**config.mk**
```make
export PLATFORM = sky130hd
export DESIGN_NAME = line_edit_buffer_core
export DESIGN_NICKNAME = d
export VERILOG_FILES = /design/src/rtl/leb_pkg.sv /design/src/rtl/line_edit_buffer_core.sv /design/src/rtl/leb_front.sv /design/src/rtl/leb_queue.sv /design/src/rtl/leb_back.sv
export SDC_FILE = /design/constraint.sdc
export NUM_CORES = 1
export LEC_CHECK = 0
export BUFFER_PORTS_ARGS = -buffer_cell sky130_fd_sc_hd__buf_2
export CORE_UTILIZATION = 45
export CTS_CLUSTER_SIZE = 14
export DETAILED_ROUTE_END_ITERATION = 16
export GPL_TIMING_DRIVEN = 0
export PLACE_DENSITY = 0.6
export SYNTH_ARGS = -nofsm -noshare
export SYNTH_HDL_FRONTEND = slang
export SYNTH_SLANG_ARGS = --single-unit
```
**constraint.sdc**
```tcl
create_clock -name clk_i -period 3.1 [get_ports clk_i]
set_input_delay 0.465 -clock clk_i [delete_from_list [all_inputs] [get_ports clk_i]]
set_output_delay 0.465 -clock clk_i [all_outputs]
set_load 0.05 [all_outputs]
```
**src/rtl/leb_pkg.sv**
```systemverilog
// leb_pkg: shared sizes, configuration register indexes and the op type for the
// line edit buffer. No dependencies; every other file refers to it by scoped names.
package leb_pkg;

  localparam int LINE_DEPTH  = 64;
  localparam int IDX_W       = $clog2(LINE_DEPTH);
  localparam int CNT_W       = $clog2(LINE_DEPTH + 1);
  localparam int CHAR_W      = 8;
  localparam int CFG_IDX_W   = 2;
  localparam int CFG_W       = 8;
  localparam int QUEUE_DEPTH = 2;
  localparam int QPTR_W      = $clog2(QUEUE_DEPTH);
  localparam int QCNT_W      = $clog2(QUEUE_DEPTH + 1);

  localparam logic [CFG_IDX_W-1:0] CFG_ERASE = CFG_IDX_W'(0);
  localparam logic [CFG_IDX_W-1:0] CFG_KILL  = CFG_IDX_W'(1);
  localparam logic [CFG_IDX_W-1:0] CFG_END   = CFG_IDX_W'(2);

  localparam logic [CHAR_W-1:0] ERASE_RST = CHAR_W'(35);
  localparam logic [CHAR_W-1:0] KILL_RST  = CHAR_W'(64);
  localparam logic [CHAR_W-1:0] END_RST   = CHAR_W'(10);

  typedef enum logic [1:0] {
    OP_APPEND = 2'd0,
    OP_ERASE  = 2'd1,
    OP_KILL   = 2'd2,
    OP_FLUSH  = 2'd3
  } op_kind_e;

  typedef struct packed {
    op_kind_e          kind;
    logic [CHAR_W-1:0] ch;
  } op_t;

  typedef struct packed {
    logic full;
    logic empty;
  } q_status_t;

endpackage

```
**src/rtl/line_edit_buffer_core.sv**
```systemverilog
// line_edit_buffer_core: line editor with erase and kill characters.
// Uses leb_front, leb_queue and leb_back; depends on leb_pkg.
//
// Input channel (in_valid_i / in_stall_o): one character or end-of-input mark
// per transaction. Output channel (out_valid_o / out_stall_i): one character of
// an edited line per transaction, oldest first, last_of_line_o on the final one
// and truncated_o on it when characters were dropped because the 64-entry line
// store was full. Line ends and empty lines produce no output.
// Configuration: cfg_we_i writes erase (0), kill (1) or end (2) code; other
// indexes are ignored. Write only while the block is idle.
// Throughput: one character per cycle while editing. A line flush of n stored
// characters keeps the back end busy reading them through the one line store
// read port; meanwhile the two-entry op queue keeps taking input until it fills.
// A flushed line's characters pass from the line end's op pop through the store
// read and the output register, one per cycle while the receiver does not stall.
// Reset clears the line, the queue and the output valid flag, and loads
// the default codes ('#', '@', line feed); no clearing pass is needed.
// A stalled receiver holds the output register; the store read stage behind it
// fills, then the drain pauses, then the queue fills and in_stall_o rises.
module line_edit_buffer_core (
  input  logic                          clk_i,
  input  logic                          rst_ni,
  input  logic                          cfg_we_i,
  input  logic [leb_pkg::CFG_IDX_W-1:0] cfg_idx_i,
  input  logic [leb_pkg::CFG_W-1:0]     cfg_data_i,
  input  logic                          in_valid_i,
  output logic                          in_stall_o,
  input  logic [leb_pkg::CHAR_W-1:0]    char_in_i,
  input  logic                          end_of_input_i,
  output logic                          out_valid_o,
  input  logic                          out_stall_i,
  output logic [leb_pkg::CHAR_W-1:0]    char_out_o,
  output logic                          last_of_line_o,
  output logic                          truncated_o
);

  leb_pkg::op_t       push_op, head_op;
  leb_pkg::q_status_t q_stat;
  logic               push, pop;

  leb_front u_front (
    .clk_i          (clk_i),
    .rst_ni         (rst_ni),
    .cfg_we_i       (cfg_we_i),
    .cfg_idx_i      (cfg_idx_i),
    .cfg_data_i     (cfg_data_i),
    .in_valid_i     (in_valid_i),
    .in_stall_o     (in_stall_o),
    .char_in_i      (char_in_i),
    .end_of_input_i (end_of_input_i),
    .q_stat_i       (q_stat),
    .push_o         (push),
    .op_o           (push_op)
  );

  leb_queue u_queue (
    .clk_i  (clk_i),
    .rst_ni (rst_ni),
    .push_i (push),
    .op_i   (push_op),
    .pop_i  (pop),
    .op_o   (head_op),
    .stat_o (q_stat)
  );

  leb_back u_back (
    .clk_i          (clk_i),
    .rst_ni         (rst_ni),
    .op_i           (head_op),
    .q_stat_i       (q_stat),
    .pop_o          (pop),
    .out_valid_o    (out_valid_o),
    .out_stall_i    (out_stall_i),
    .char_out_o     (char_out_o),
    .last_of_line_o (last_of_line_o),
    .truncated_o    (truncated_o)
  );

endmodule

```
**src/rtl/leb_front.sv**
```systemverilog
// leb_front: configuration registers and classification of incoming characters
// into edit ops pushed to the op queue. Depends on leb_pkg.
module leb_front (
  input  logic                          clk_i,
  input  logic                          rst_ni,
  input  logic                          cfg_we_i,
  input  logic [leb_pkg::CFG_IDX_W-1:0] cfg_idx_i,
  input  logic [leb_pkg::CFG_W-1:0]     cfg_data_i,
  input  logic                          in_valid_i,
  output logic                          in_stall_o,
  input  logic [leb_pkg::CHAR_W-1:0]    char_in_i,
  input  logic                          end_of_input_i,
  input  leb_pkg::q_status_t            q_stat_i,
  output logic                          push_o,
  output leb_pkg::op_t                  op_o
);

  logic [leb_pkg::CHAR_W-1:0] erase_q, kill_q, end_q;

  always_ff @(posedge clk_i or negedge rst_ni) begin
    if (!rst_ni) begin
      erase_q <= leb_pkg::ERASE_RST;
      kill_q  <= leb_pkg::KILL_RST;
      end_q   <= leb_pkg::END_RST;
    end else if (cfg_we_i) begin
      unique case (cfg_idx_i)
        leb_pkg::CFG_ERASE: erase_q <= cfg_data_i;
        leb_pkg::CFG_KILL:  kill_q  <= cfg_data_i;
        leb_pkg::CFG_END:   end_q   <= cfg_data_i;
        default: ;
      endcase
    end
  end

  // end code wins over erase, erase over kill
  always_comb begin
    op_o.ch = char_in_i;
    if (end_of_input_i || char_in_i == end_q) begin
      op_o.kind = leb_pkg::OP_FLUSH;
    end else if (char_in_i == erase_q) begin
      op_o.kind = leb_pkg::OP_ERASE;
    end else if (char_in_i == kill_q) begin
      op_o.kind = leb_pkg::OP_KILL;
    end else begin
      op_o.kind = leb_pkg::OP_APPEND;
    end
  end

  assign in_stall_o = q_stat_i.full;
  assign push_o     = in_valid_i && !q_stat_i.full;

endmodule

```
**src/rtl/leb_queue.sv**
```systemverilog
// leb_queue: short fifo of classified ops between front and back.
// Depends on leb_pkg.
module leb_queue (
  input  logic               clk_i,
  input  logic               rst_ni,
  input  logic               push_i,
  input  leb_pkg::op_t       op_i,
  input  logic               pop_i,
  output leb_pkg::op_t       op_o,
  output leb_pkg::q_status_t stat_o
);

  leb_pkg::op_t                entry_q [leb_pkg::QUEUE_DEPTH];
  logic [leb_pkg::QPTR_W-1:0]  wr_ptr_q, wr_ptr_d, rd_ptr_q, rd_ptr_d;
  logic [leb_pkg::QCNT_W-1:0]  count_q, count_d;
  logic                        do_push, do_pop;

  assign stat_o.full  = (count_q == leb_pkg::QCNT_W'(leb_pkg::QUEUE_DEPTH));
  assign stat_o.empty = (count_q == '0);
  assign do_push      = push_i && !stat_o.full;
  assign do_pop       = pop_i && !stat_o.empty;
  assign op_o         = entry_q[rd_ptr_q];

  always_comb begin
    wr_ptr_d = do_push ? wr_ptr_q + leb_pkg::QPTR_W'(1) : wr_ptr_q;
    rd_ptr_d = do_pop  ? rd_ptr_q + leb_pkg::QPTR_W'(1) : rd_ptr_q;
    count_d  = count_q;
    if (do_push && !do_pop) begin
      count_d = count_q + leb_pkg::QCNT_W'(1);
    end else if (do_pop && !do_push) begin
      count_d = count_q - leb_pkg::QCNT_W'(1);
    end
  end

  always_ff @(posedge clk_i or negedge rst_ni) begin
    if (!rst_ni) begin
      wr_ptr_q <= '0;
      rd_ptr_q <= '0;
      count_q  <= '0;
    end else begin
      wr_ptr_q <= wr_ptr_d;
      rd_ptr_q <= rd_ptr_d;
      count_q  <= count_d;
    end
  end

  always_ff @(posedge clk_i) begin
    if (do_push) begin
      entry_q[wr_ptr_q] <= op_i;
    end
  end

endmodule

```
**src/rtl/leb_back.sv**
```systemverilog
// leb_back: line store, fill count and drain pipeline (memory read stage plus
// output register). Pops ops from leb_queue. Depends on leb_pkg.
module leb_back (
  input  logic                       clk_i,
  input  logic                       rst_ni,
  input  leb_pkg::op_t               op_i,
  input  leb_pkg::q_status_t         q_stat_i,
  output logic                       pop_o,
  output logic                       out_valid_o,
  input  logic                       out_stall_i,
  output logic [leb_pkg::CHAR_W-1:0] char_out_o,
  output logic                       last_of_line_o,
  output logic                       truncated_o
);

  typedef enum logic [1:0] {
    ST_IDLE  = 2'b01,
    ST_DRAIN = 2'b10
  } state_e;

  state_e                     state_q, state_d;
  logic [leb_pkg::CNT_W-1:0]  fill_q, fill_d;
  logic                       ovf_q, ovf_d;
  logic [leb_pkg::IDX_W-1:0]  rd_ptr_q, rd_ptr_d;
  logic                       rvalid_q, rvalid_d;
  logic                       out_valid_q, out_valid_d;
  logic [leb_pkg::CHAR_W-1:0] rdata_q, out_char_q;
  logic                       rlast_q, rtrunc_q, out_last_q, out_trunc_q;
  logic                       load_out, issue, last_issue, has_room, do_append;

  logic [leb_pkg::CHAR_W-1:0] mem_q [leb_pkg::LINE_DEPTH];

  assign has_room   = (fill_q < leb_pkg::CNT_W'(leb_pkg::LINE_DEPTH));
  assign pop_o      = (state_q == ST_IDLE) && !q_stat_i.empty;
  assign do_append  = pop_o && (op_i.kind == leb_pkg::OP_APPEND) && has_room;
  assign load_out   = rvalid_q && (!out_valid_q || !out_stall_i);
  assign issue      = (state_q == ST_DRAIN) && (!rvalid_q || load_out);
  assign last_issue = issue && ({1'b0, rd_ptr_q} == fill_q - leb_pkg::CNT_W'(1));

  always_comb begin
    state_d  = state_q;
    fill_d   = fill_q;
    ovf_d    = ovf_q;
    rd_ptr_d = rd_ptr_q;
    unique case (state_q)
      ST_IDLE: begin
        if (pop_o) begin
          case (op_i.kind)
            leb_pkg::OP_APPEND: begin
              if (has_room) fill_d = fill_q + leb_pkg::CNT_W'(1);
              else          ovf_d  = 1'b1;
            end
            leb_pkg::OP_ERASE: begin
              if (fill_q != '0) fill_d = fill_q - leb_pkg::CNT_W'(1);
            end
            leb_pkg::OP_KILL: begin
              fill_d = '0;
              ovf_d  = 1'b0;
            end
            default: begin
              // empty line flushes nothing
              if (fill_q == '0) begin
                ovf_d = 1'b0;
              end else begin
                state_d  = ST_DRAIN;
                rd_ptr_d = '0;
              end
            end
          endcase
        end
      end
      ST_DRAIN: begin
        if (issue) rd_ptr_d = rd_ptr_q + leb_pkg::IDX_W'(1);
        if (last_issue) begin
          state_d = ST_IDLE;
          fill_d  = '0;
          ovf_d   = 1'b0;
        end
      end
      default: state_d = ST_IDLE;
    endcase
  end

  assign rvalid_d    = issue || (rvalid_q && !load_out);
  assign out_valid_d = load_out || (out_valid_q && out_stall_i);

  always_ff @(posedge clk_i or negedge rst_ni) begin
    if (!rst_ni) begin
      state_q     <= ST_IDLE;
      fill_q      <= '0;
      ovf_q       <= 1'b0;
      rd_ptr_q    <= '0;
      rvalid_q    <= 1'b0;
      out_valid_q <= 1'b0;
    end else begin
      state_q     <= state_d;
      fill_q      <= fill_d;
      ovf_q       <= ovf_d;
      rd_ptr_q    <= rd_ptr_d;
      rvalid_q    <= rvalid_d;
      out_valid_q <= out_valid_d;
    end
  end

  always_ff @(posedge clk_i) begin
    if (do_append) begin
      mem_q[fill_q[leb_pkg::IDX_W-1:0]] <= op_i.ch;
    end
    if (issue) begin
      rdata_q  <= mem_q[rd_ptr_q];
      rlast_q  <= last_issue;
      rtrunc_q <= last_issue && ovf_q;
    end
    if (load_out) begin
      out_char_q  <= rdata_q;
      out_last_q  <= rlast_q;
      out_trunc_q <= rtrunc_q;
    end
  end

  assign out_valid_o    = out_valid_q;
  assign char_out_o     = out_char_q;
  assign last_of_line_o = out_last_q;
  assign truncated_o    = out_trunc_q;

  a_fill_bound: assert property (@(posedge clk_i) disable iff (!rst_ni)
    fill_q <= leb_pkg::CNT_W'(leb_pkg::LINE_DEPTH))
    else $error("fill count beyond line depth");

  a_drain_ptr: assert property (@(posedge clk_i) disable iff (!rst_ni)
    (state_q == ST_DRAIN) |-> ({1'b0, rd_ptr_q} < fill_q))
    else $error("drain read pointer past fill count");

  a_no_pop_drain: assert property (@(posedge clk_i) disable iff (!rst_ni)
    pop_o |-> (state_q == ST_IDLE))
    else $error("op popped while draining");

  a_read_kept: assert property (@(posedge clk_i) disable iff (!rst_ni)
    (rvalid_q && !load_out) |=> (rvalid_q && $stable(rdata_q)))
    else $error("read data lost before output load");

  a_last_ends_drain: assert property (@(posedge clk_i) disable iff (!rst_ni)
    last_issue |=> (state_q == ST_IDLE) && (fill_q == '0) && !ovf_q)
    else $error("line state not cleared after last read");

endmodule
```
==> results.sh, run 1 <==
export IMPL_cp_cell_sequence="clkbuf_1, buf_2, buf_2, mux4_2, mux4_2, o22ai_1, nor2_1"
export IMPL_critical_path_top_delay_family="buffers and inverters"
export IMPL_h_tree_depth=2
export IMPL_drt_first_pass_iters=5
export IMPL_relSlewSlack=0.09332
export IMPL_p_leak_nw=8.527
export IMPL_min_period_ns=3.102
export IMPL_post_route_period_util=1.001
export IMPL_finalClockSkew_ns=0.03219
export IMPL_clk_pin_slew_ns=0.06
export IMPL_crit_path_start="u_back.rd_ptr_q[1]$_DFFE_PN0P_"
export IMPL_grt_pass1_wl_um=80260
export IMPL_synthCells=1138
export IMPL_hold_viol=0
export IMPL_cp_max_fo=10
export IMPL_preCtsSetupSlack_ns=-0.8625
export IMPL_layout_setup_ws_ns=-0.002103
export IMPL_worstPathArrival_ns=3.47
export IMPL_ys_warnings_count=0
export IMPL_avgSynthCellArea_um2=20.85
export IMPL_rsz0062_at_grt="true"
export IMPL_clock_path_buffers=3
export IMPL_final_util=0.5278
export IMPL_root_buffer="clkbuf_16"
export IMPL_synthArstFlopShare=0.07692
export IMPL_synth_edff_count=552
export IMPL_viasPerCell=5.838
export IMPL_seq_area_frac_synth=0.7473
export IMPL_port_buffers=35
export IMPL_insertion_delay_ns=0.63
export IMPL_violations="setup timing"
export IMPL_reg2regPathDepth=7
export IMPL_reg2reg_to="u_back.rdata_q[0]$_DFFE_PP_"
export IMPL_n_antenna_cell=0
export IMPL_coreArea_mm2=0.05172
export IMPL_worstMarginPinSlew_ns=1.360
export IMPL_numCtsBuffers=59
export IMPL_yosysUniqueCellTypes=53
export IMPL_grt_pass1_vias=11576
export IMPL_grt_max_degree=65
export IMPL_path_depth=7
export IMPL_timing_rr_start="u_back.rd_ptr_q[1]$_DFFE_PN0P_"
export IMPL_critPathSlowestCell="mux4_2"
export IMPL_finalNonFillerCells=1967
export IMPL_crit_buf_inv=3
export IMPL_fmax_mhz=322.4
export IMPL_synth_fp_nets=1171
export IMPL_critPathMaxStageDelay_ns=0.56
export IMPL_drt_iter0_markers=1061
export IMPL_drc=0
export IMPL_hold_slack_ns=0.04424
export IMPL_cts_tree="done"
export IMPL_crit_type="reg2reg"
export IMPL_drv_cap=0
export IMPL_hp_class="in2async"
export IMPL_syn_area_mm2=0.02373
export IMPL_postCtsHoldBufs=0
export IMPL_setup_violations=1
export IMPL_worst_setup_path_end_kind="register"
export IMPL_worstSetupEndpoint="u_back.rdata_q[0]$_DFFE_PP_"
export IMPL_die_width_um=231.7
export IMPL_num_rows=83
export IMPL_wire_per_inst_um=27.90
export IMPL_cp_required_ns=3.46
export IMPL_start_kind="register"
export IMPL_hpwl_um=34530
export IMPL_p_per_area_mw_per_mm2=904.2
export IMPL_overflow=0
export IMPL_layout_drive_gt1_share=0.3380
export IMPL_dp_cells=1854
export IMPL_r2r_slack_ns=-0.002
export IMPL_routed_wirelength_um=54870
export IMPL_fin_tns_setup_ns=-0.002103
export IMPL_status="complete, but fails checks"
export IMPL_antenna_found_initial=0
export IMPL_track_usage=0.2118
export IMPL_syn_to_final_growth_pct=15.01
export IMPL_io_pins=36
export IMPL_clock_sinks=598
export IMPL_routabilityCongestion=0.8826
export IMPL_vias=11484
export IMPL_ys_ff_latch=598
export IMPL_initial_utilization=0.4589
export IMPL_vdd_drop_max_v=0.0005437
export IMPL_ys_flop_type="edfxtp_1"
export IMPL_die_y_um=231.7
export IMPL_dieArea_mm2=0.05366
export IMPL_slew_violations=0
export IMPL_fin_nets=1272
export IMPL_postRouteAntennaNets=0
cells in the final DEF, fill, tap and decap left out, types with 8 or more instances in the layout:
master,count
dfrtp_1,38
buf_6,9
inv_1,10
edfxtp_1,552
mux2_2,29
mux4_2,160
clkbuf_2,12
xor2_1,27
o22ai_1,19
clkbuf_1,25
buf_2,46
nor2_4,61
nor2_1,29
ha_1,9
nand2_1,19
clkinv_2,8
xnor2_1,16
clkbuf_16,60
clkinv_1,13
synthesized netlist by cell type, types with 8 or more instances:
cell type / number / area share
clkbuf_1: 25 / 0.0040
o22ai_1: 19 / 0.0050
ha_1: 9 / 0.0047
xnor2_1: 16 / 0.0059
xor2_1: 27 / 0.010
nand3_1: 11 / 0.0023
nor2_1: 93 / 0.015
inv_1: 10 / 0.0016
mux2_2: 32 / 0.015
buf_2: 9 / 0.0019
dfrtp_1: 39 / 0.041
nand2_1: 22 / 0.0035
edfxtp_1: 552 / 0.70
buf_6: 8 / 0.0038
buf_1: 9 / 0.0014
mux4_2: 160 / 0.15
logic make-up (layout without fill, tap and decap cells):
kind of cell | after synthesis | count (layout) | share of synthesized area
compound gates | 54 | 54 | 0.01555
xor+xnor | 43 | 43 | 0.01587
fa+ha+maj | 9 | 9 | 0.004745
buf+inv | 64 | 213 | 0.01350
flops | 598 | 598 | 0.7473
mux | 195 | 195 | 0.1683
simple gates | 175 | 175 | 0.03474
where the power goes:
group / switching (mW) / internal (mW) / total, mW
sequential: 0.194 / 10.1 / 10.3
clock: 2.97 / 4.01 / 6.98
combinational: 4.65 / 2.73 / 7.38
total: 7.81 / 16.9 / 24.7
state kept, by name (all words and copies together), names as in the netlist, 2 cells and up:
| name | count |
|---|---|
| u_back.state_q | 2 |
| u_queue.entry_q | 20 |
| u_back.rdata_q | 8 |
| u_back.fill_q | 7 |
| u_front.erase_q | 8 |
| u_back.rd_ptr_q | 6 |
| u_back.mem_q | 512 |
| u_front.kill_q | 8 |
| u_queue.count_q | 2 |
| u_front.end_q | 8 |
| u_back.char_out_o | 8 |
area by class of cell:
cell class / instances / area [um2]
Timing Repair Buffer: 41 / 261.5
Clock buffer: 80 / 1637
Buffer: 53 / 309.0
Multi-Input combinational cell: 476 / 6212
Sequential cell: 598 / 17740
Fill cell: 4080 / 24420
Tap cell: 680 / 850.8
Clock inverter: 29 / 251.5
Inverter: 10 / 37.54
layer usage:
metal	GRT usage	vias up	part of all wire
met5	0.02665	-	0.0036
met4	0.05859	2	0.021
met2	0.3273	357	0.47
met1	0.3077	6165	0.44
met3	0.03937	73	0.064
li1	-	4887	-
worst min-delay path by stage:
stage | from | end | slack, ns
after floorplan | rst_ni | u_back.fill_q[0]$_DFFE_PN0P_ | 0.17
after global placement | u_back.rdata_q[6]$_DFFE_PP_ | u_back.char_out_o[6]$_DFFE_PP_ | 0.41
after detailed placement | u_back.rtrunc_q$_DFFE_PP_ | u_back.truncated_o$_DFFE_PP_ | 0.41
after CTS | rst_ni | u_back.rd_ptr_q[5]$_DFFE_PN0P_ | 0.06
after global routing | cfg_data_i[0] | u_front.kill_q[0]$_DFFE_PN0P_ | 0.11
final | rst_ni | u_back.rd_ptr_q[5]$_DFFE_PN0P_ | 0.04
what timing repair did:
item                       in CTS  in global routing
pin swaps                       2                  0
resized for setup             147                 12
gates cloned                    0                  0
setup endpoints to repair     520                519
setup buffers                   4                  0
stage by stage:
step | total power, mW | area, um2
4_1_cts | 24.82 | 27240
5_1_grt | 25.58 | 27300
3_3_place_gp | 17.49 | 24760
3_5_place_dp | 17.64 | 24770
6_report | 24.68 | 27300
2_1_floorplan | 15.04 | 23730
(Power assumes the default switching activity.)
==> inputs of run 2 (changes only) <==
- PLACE_DENSITY: 0.6 -> default
- PLACE_DENSITY_LB_ADDON: default -> 0.12
==> run 2 against run 1 <==
Compared with the run above: the flow now finishes without violations; total power barely moved; final area grew 1.5%; via count up 2.4%; die area stayed put; maximum frequency grew 2.4%; register-to-register slack improved by 0.07 ns; sequential share of layout area is 0.93 points lower; clock skew down 0.015 ns; critical path depth is 1 lower; first-iteration DRC count increased by 6.3%; final cell count rose by 1.3%; worst hold slack better by 0.019 ns; largest cell class unchanged.
==> results.sh, run 2 (same netlist as run 1, synthesis figures left out) <==
export IMPL_num_rows=83
export IMPL_grt_max_degree=65
export IMPL_viasPerCell=5.901
export IMPL_seqCellArea_mm2=0.01774
export IMPL_crit_type="reg2reg"
export IMPL_initial_utilization=0.4589
export IMPL_dieArea_mm2=0.05366
export IMPL_port_buffers=35
export IMPL_critPathSlowestCell="buf_1"
export IMPL_routed_wirelength_um=56100
export IMPL_clock_sinks=598
export IMPL_total_power_mw=24.68
export IMPL_wire_per_inst_um=28.16
export IMPL_die_y_um=231.7
export IMPL_syn_to_final_growth_pct=16.69
export IMPL_setup_violations=0
export IMPL_fmax_mhz=330.1
export IMPL_routabilityCongestion=0.7948
export IMPL_clock_path_buffers=3
export IMPL_slew_violations=0
export IMPL_start_kind="register"
export IMPL_track_usage=0.2166
export IMPL_layout_drive_gt1_share=0.3506
export IMPL_finalClockSkew_ns=0.01726
export IMPL_n_fill_cell=4024
export IMPL_vdd_drop_max_v=0.0004921
export IMPL_relSlewSlack=0.06313
export IMPL_grt_pass1_wl_um=82040
export IMPL_vias=11754
export IMPL_drt_first_pass_iters=5
export IMPL_cp_cell_sequence="buf_2, clkbuf_1, buf_1, mux4_2, o22ai_1, nor2_1"
export IMPL_h_tree_depth=2
export IMPL_n_antenna_cell=0
export IMPL_p_leak_nw=8.701
export IMPL_overflow=0
export IMPL_coreArea_mm2=0.05172
export IMPL_drt_iter0_markers=1128
export IMPL_postRouteAntennaNets=0
export IMPL_hpwl_um=35070
export IMPL_rsz0062_at_grt="true"
export IMPL_crit_buf_inv=3
export IMPL_hold_viol=0
export IMPL_antenna_found_initial=0
export IMPL_die_width_um=231.7
export IMPL_worst_setup_path_end_kind="register"
export IMPL_postLayoutCellArea_mm2=0.02769
export IMPL_worstPathArrival_ns=3.38
export IMPL_fin_nets=1295
export IMPL_numCtsBuffers=61
export IMPL_drc=0
export IMPL_cp_required_ns=3.45
export IMPL_critical_path_top_delay_family="buffers and inverters"
export IMPL_largest_reg_flops=512
export IMPL_grt_pass1_vias=11804
export IMPL_place_area_mm2=0.02477
export IMPL_p_per_area_mw_per_mm2=891.3
export IMPL_layout_commonest_cell="edfxtp_1"
export IMPL_postCtsHoldBufs=0
export IMPL_post_route_period_util=0.9771
export IMPL_critPathMaxStageDelay_ns=0.65
export IMPL_insertion_delay_ns=0.62
export IMPL_root_buffer="clkbuf_16"
export IMPL_clk_pin_slew_ns=0.06
export IMPL_drv_cap=0
export IMPL_final_cell_mix="edfxtp_1, mux4_2, nor2_4"
export IMPL_status="finished, final reports clean"
export IMPL_hp_class="in2async"
export IMPL_min_period_ns=3.029
export IMPL_cp_max_fo=10
export IMPL_io_pins=36
export IMPL_cts_tree="done"
export IMPL_multi_input_area_mm2=0.006232
export IMPL_worstMarginPinSlew_ns=1.405
## run 2: through the flow
stage               hold WS (ns)    util  worst slack (ns)  instances  setup TNS [ns]
CTS                      0.06800  0.5262           0.06709       1968               0
global placement          0.4070  0.4787           -0.9320       1853         -334.44
detailed placement        0.4045  0.4790           -0.9503       1854         -352.54
finish                   0.06365  0.5355           0.07084       1992               0
global route             0.09978  0.5355           -0.1159       1992          -13.29
floorplan                 0.1694       -            0.4197       1138               0
## run 2: cell type report
cell class | instances | area share
Tap cell | 680 | 0.03072
Clock buffer | 84 | 0.06158
Clock inverter | 29 | 0.006732
Sequential cell | 598 | 0.6405
Multi-Input combinational cell | 476 | 0.2250
Timing Repair Buffer | 62 | 0.02327
Buffer | 53 | 0.01080
Inverter | 10 | 0.001355
## run 2: power breakdown
group / switching (mW) / internal (mW)
sequential: 0.198 / 10.1
combinational: 4.67 / 2.74
clock: 2.97 / 3.98
## run 2: what timing repair did
| action | in CTS | in global routing |
|---|---|---|
| cloned | 0 | 0 |
| setup endpoints to repair | 520 | 449 |
| setup buffers | 2 | 23 |
| resized for setup | 149 | 7 |
| pin swaps | 0 | 19 |
## run 2: metal layers
layer	track usage	part of all wire	up-vias
met2	0.3360	0.47	425
met1	0.3240	0.44	6286
met3	0.02977	0.060	95
met5	0	0	-
met4	0.05798	0.025	0
li1	-	-	4948
## run 2: final timing paths
path / end / startpoint / cells after the start / slack, ns
max reg2reg: u_back.rdata_q[2]$_DFFE_PP_ / u_back.rd_ptr_q[2]$_DFFE_PN0P_ / 6 / 0.07
max in group asynchronous: u_queue.rd_ptr_q$_DFFE_PN0P_ / rst_ni / 1 / 2.29
min reg2reg: u_back.char_out_o[1]$_DFFE_PP_ / u_back.rdata_q[1]$_DFFE_PP_ / 0 / 0.42
max: u_back.rdata_q[2]$_DFFE_PP_ / u_back.rd_ptr_q[2]$_DFFE_PN0P_ / 6 / 0.07
min: u_queue.count_q[1]$_DFFE_PN0P_ / rst_ni / 1 / 0.06
min in group clk_i: u_back.out_valid_o$_DFF_PN0_ / out_stall_i / 2 / 0.10
## run 2: worst reg2reg max path: cells and delay by family (launching register included)
kind | cells | cell delay, ns
muxes | 1 | 0.47
AOI/OAI and AO/OA | 1 | 0.29
and+or+nand+nor | 1 | 0.12
DFF | 1 | 0.31
buffers and inverters | 3 | 1.58
